`config.mk`:
```
export PLATFORM = sky130hd
export DESIGN_NAME = tbwf_ctrl
export DESIGN_NICKNAME = d
export VERILOG_FILES = /design/src/hw/rtl/tbwf_pkg.sv /design/src/hw/rtl/tbwf_ctrl.sv
export SDC_FILE = /design/constraint.sdc
export NUM_CORES = 1
export LEC_CHECK = 0
export ABC_CLOCK_PERIOD_IN_PS = 1200
export BUFFER_PORTS_ARGS = -buffer_cell sky130_fd_sc_hd__buf_2
export CORE_AREA = 5 5 42 44
export CTS_CLUSTER_DIAMETER = 40
export DETAILED_ROUTE_END_ITERATION = 8
export DIE_AREA = 0 0 47 49
export GPL_TIMING_DRIVEN = 1
export PLACE_DENSITY = 0.56
export REMOVE_ABC_BUFFERS = 1
export SKIP_CTS_REPAIR_TIMING = 1
export SLEW_MARGIN = 0
export SYNTH_ARGS = -nofsm -noshare
export SYNTH_HDL_FRONTEND = slang
export SYNTH_SLANG_ARGS = --single-unit
```
`constraint.sdc`:
```
create_clock -name clk -period 1.2 [get_ports clk]
set_input_delay 0.06 -clock clk [delete_from_list [all_inputs] [get_ports clk]]
set_output_delay 0.06 -clock clk [all_outputs]
set_load 0.05 [all_outputs]
```
`src/hw/rtl/tbwf_pkg.sv`:
```
// Shared types and constants for the tile background/window pixel fetcher.
// Used by tbwf_ctrl, tbwf_datapath and the top level; no dependencies.
package tbwf_pkg;

  // Default geometry of the display.
  localparam int LineWidthDef    = 160;
  localparam int VisibleLinesDef = 144;
  localparam int TotalLinesDef   = 154;

  // Line counter value after reset.
  localparam logic [7:0] LineReset = 8'd144;

  // Operation codes of an input word.
  localparam logic [1:0] OP_WRITE = 2'd0;
  localparam logic [1:0] OP_DOT   = 2'd1;
  localparam logic [1:0] OP_EOL   = 2'd2;
  localparam logic [1:0] OP_IDLE  = 2'd3;

  // Configuration register indexes.
  localparam logic [2:0] REG_LCDC = 3'd0;
  localparam logic [2:0] REG_SCX  = 3'd1;
  localparam logic [2:0] REG_SCY  = 3'd2;
  localparam logic [2:0] REG_WX   = 3'd3;
  localparam logic [2:0] REG_WY   = 3'd4;
  localparam logic [2:0] REG_BGP  = 3'd5;

  // Tile map bases as offsets into video memory.
  localparam logic [12:0] MapLow  = 13'h1800;
  localparam logic [12:0] MapHigh = 13'h1C00;

  // Sequencer states.
  typedef enum logic [3:0] {
    S_IDLE,
    S_DECODE,
    S_DOT,
    S_DISC,
    S_MAP,
    S_TILE,
    S_LO,
    S_HI,
    S_PIX,
    S_EMIT
  } state_t;

  // Commands from the controller to the datapath.
  typedef struct packed {
    logic decode;
    logic dot_start;
    logic disc;
    logic map;
    logic tile;
    logic lo;
    logic hi;
    logic pix;
    logic emit;
  } cmd_t;

  // Status from the datapath to the controller.
  typedef struct packed {
    logic [1:0] op;
    logic       line_full;
    logic       fifo_empty;
    logic       need_fetch;
    logic       out_free;
  } sts_t;

endpackage

```
`src/hw/rtl/tbwf_ctrl.sv`:
```
// Sequencer for the pixel fetcher: decodes a word and steps the fetch.
// Depends on tbwf_pkg; drives tbwf_datapath through cmd_t.
module tbwf_ctrl
  import tbwf_pkg::*;
(
  input  logic clk,
  input  logic rst,
  input  logic in_valid,
  output logic in_stall,
  input  sts_t sts,
  output cmd_t cmd
);

  state_t state, state_next;

  // State register.
  always_ff @(posedge clk) begin
    if (rst) begin
      state <= S_IDLE;
    end else begin
      state <= state_next;
    end
  end

  // Next state.
  always_comb begin
    state_next = state;
    case (state)
      S_IDLE: begin
        if (in_valid) state_next = S_DECODE;
      end
      S_DECODE: begin
        state_next = (sts.op == OP_DOT) ? S_DOT : S_EMIT;
      end
      S_DOT: begin
        if (sts.line_full) state_next = S_EMIT;
        else if (sts.fifo_empty) state_next = S_MAP;
        else state_next = S_DISC;
      end
      S_DISC: begin
        state_next = sts.need_fetch ? S_MAP : S_PIX;
      end
      S_MAP:  state_next = S_TILE;
      S_TILE: state_next = S_LO;
      S_LO:   state_next = S_HI;
      S_HI:   state_next = S_DISC;
      S_PIX:  state_next = S_EMIT;
      S_EMIT: begin
        if (sts.out_free) state_next = S_IDLE;
      end
      default: state_next = S_IDLE;
    endcase
  end

  // Outputs.
  always_comb begin
    cmd = '0;
    in_stall = 1'b1;
    case (state)
      S_IDLE:   in_stall = 1'b0;
      S_DECODE: cmd.decode = 1'b1;
      S_DOT:    cmd.dot_start = 1'b1;
      S_DISC:   cmd.disc = 1'b1;
      S_MAP:    cmd.map = 1'b1;
      S_TILE:   cmd.tile = 1'b1;
      S_LO:     cmd.lo = 1'b1;
      S_HI:     cmd.hi = 1'b1;
      S_PIX:    cmd.pix = 1'b1;
      S_EMIT:   cmd.emit = 1'b1;
      default:  in_stall = 1'b1;
    endcase
  end

endmodule

```
==> key figures <==
Place
  • Port Buffers: 18
  • Setup WS pre-CTS: -110 ps
  • Final Wtd Congestion: 0.760
  • Inst Count DP: 90
  • HPWL after DPL: 910 microns

Timing
  • Slew Limit Fails: 0
  • Min Tclk post-route: 1450 ps
  • # setup viols final: 13
  • Fin Hold WS: -2.39 ps
  • Headroom to the max-slew limit: 79.8%
  • Setup total negative slack: -1190 ps
  • FMAX: 690 MHz
  • Final Hold Viols: 1
  • Actual slew at the worst max-slew pin: 301 ps
  • Clock skew: 6.66 ps
  • Setup WS post-layout: -250 ps
  • Final period utilization: 121%
  • RSZ-0062 raised after global routing: yes

Synth
  • Mapped Cells: 49
  • Synth Register Bits: 4
  • Synth Cell Area: 410 sq um
  • Main area contributors after synthesis: dfxtp_1 (20%), nand2b_1 (7.6%), a2111oi_4 (6.7%)
  • Seq/Total Area, Yosys: 19.5%
  • Post-synthesis area per instance: 8.38 sq um
  • Cell variety after synth: 27
  • Yosys top cell area share: 19.5%
  • Cell type with the highest aggregate area in the netlist: dfxtp_1
  • Ys Warns: 0

Setup path
  • Reg2reg start: state[2]
  • CP Capture Type: output pin
  • Worst EP required: 1140 ps
  • CP Launch Type: flop
  • Crit path DAT: 1390 ps
  • Number of cells on the worst reg-to-reg path: 5
  • Worst R2R Setup Slack: -60 ps
  • Critical setup path kind: reg2out
  • RR Endpoint: state[0]
  • Largest fanout on the critical path: 4

Min path
  • Worst hold start: rst
  • Worst Hold Depth: 2
  • HP Class: in2reg
  • Min-Delay Endpoint: state[0]

Route
  • Final WL: 1200 microns
  • Drt first pass iters: 4
  • Vias/cell: 5.01
  • Antenna Nets Post-Route: 0
  • Wire per inst: 12.4 microns
  • Via Count: 486
  • Iter 0 DRT Violations: 6
  • # DRC: 0

GRT
  • Largest net degree at the start of global routing: 9
  • Initial antenna violation count: 0
  • GRT Util Overall: 9.92%
  • Vias in the first global route: 394
  • First-pass GRT wire length: 1710 microns
  • GRT Residual Overflow: 0

Power and ir drop
  • Worst vdd ir: 0.784 mV
  • Leak Pwr: 0.331 nW
  • Clock share of power: 20.1%
  • Net Switching: 0.330 mW
  • Reg power frac: 22.1%
  • Logic pwr share: 57.8%
  • Pwr Density: 1050 mW/mm^2
  • Net Sw Frac: 39.9%
  • Internal: 0.496 mW

Clock tree
  • Clk buf depth: 2
  • Clk slew on worst S/H paths: 40 ps
  • Root Buffer Master: clkbuf_4
  • Num CTS Buffers: 3
  • Skew-Pair Late Insertion Delay: 240 ps
  • TritonCTS clock tree: yes
  • Clock Sinks: 4
  • H-tree Lvls: 1

Floorplan
  • DIE AREA: 0.00230 sq mm
  • Die extent in y: 49 microns
  • Initial Util: 29.3%
  • Placeable Area: 0.00140 sq mm
  • I/O pin cnt: 19
  • Site row count: 14
  • Die W: 47 microns

Layout
  • Final core utilization: 56.0%
  • Biggest regs: state (4)
  • Area growth syn-to-layout: 91.2%
  • Share of post-route cells with drive strength above 1: 64.2%
  • Layout fillers: 139
  • Largest register FFs: 4
  • Most common cell after layout, fill and taps aside: buf_4
  • Most frequent cells in the layout: buf_4 (13), buf_2 (8), buf_6 (6)
  • Nets: 92
  • Layout Cells excl Fill: 97
  • Largest register by flop count: state
  • N_diodes: 0

Outcome
  • Failing checks: hold timing, setup timing
  • Run status: complete, but fails checks

Flow run
  • Max-cap violation count: 0
power by group through the flow:
stage / Clock [mW] / Sequential (mW) / Combinational [mW]
final: 0.166 / 0.183 / 0.477
after global routing: 0.185 / 0.186 / 0.504
after CTS: 0.173 / 0.177 / 0.386
after detailed placement: 0 / 0.179 / 0.385
after global placement: 0 / 0.178 / 0.385
after floorplan: 0 / 0.195 / 0.223
cells by family (layout without fill, tap and decap cells):
kind of cell	count (synthesis)	after routing	share of synthesized area [%]
AO/OA/AOI/OAI	10	10	24.1
buffers and inverters	7	39	9.76
flip-flops	4	4	19.5
multiplexers	1	1	2.44
AND/OR/NAND/NOR	27	27	44.2
worst max path at each step:
stage               startpoint       end  slack [ps]  cells past startpoint
global placement      state[1]  in_stall        -120                      3
CTS                   state[1]  in_stall        -360                      3
floorplan             state[1]    cmd[7]        -690                      2
finish                state[2]  in_stall        -250                      3
detailed placement    state[1]  in_stall        -110                      3
global route          state[2]  in_stall        -290                      3
synthesized netlist by cell type (all sizes together):
| library cell | number |
|---|---|
| nor2 | 7 |
| nand2b | 6 |
| nor3 | 6 |
| buf | 4 |
| dfxtp | 4 |
| a21oi | 3 |
| inv | 3 |
| a2111oi | 2 |
| nand2 | 2 |
| nor4 | 2 |
| a2bb2oi | 1 |
| a311oi | 1 |
| and4b | 1 |
| and4bb | 1 |
| mux2i | 1 |
| nor3b | 1 |
| o221ai | 1 |
| o22ai | 1 |
| o41ai | 1 |
| or4 | 1 |
layout make-up:
class	count	area [sq um]	share of cell area [%]
Tap cell	16	20.0	2.55
Multi-Input combinational cell	38	330	42.1
Inverter	3	11.3	1.44
Clock buffer	3	22.5	2.87
Timing Repair Buffer	33	305	38.9
Sequential cell	4	95.1	12.1
routing by layer:
metal	part of all wire, %	track usage (%)	vias to the layer above
met3	5.5	5.17	0
li1	-	-	246
met1	40	12.7	231
met4	0	3.69	0
met2	54	13.8	9
met5	0	0	-
worst max-delay path, cell delays in order (launching register included):
cell and delay, ps:
dfxtp_4 360, buf_6 120, or4_4 510, buf_8 170
through the flow:
step,instance area [sq um],power [mW]
global route,785,0.875
CTS,622,0.736
detailed placement,599,0.563
floorplan,382,0.418
global placement,599,0.564
finish,785,0.827
Power figures use the tool's default switching activity.
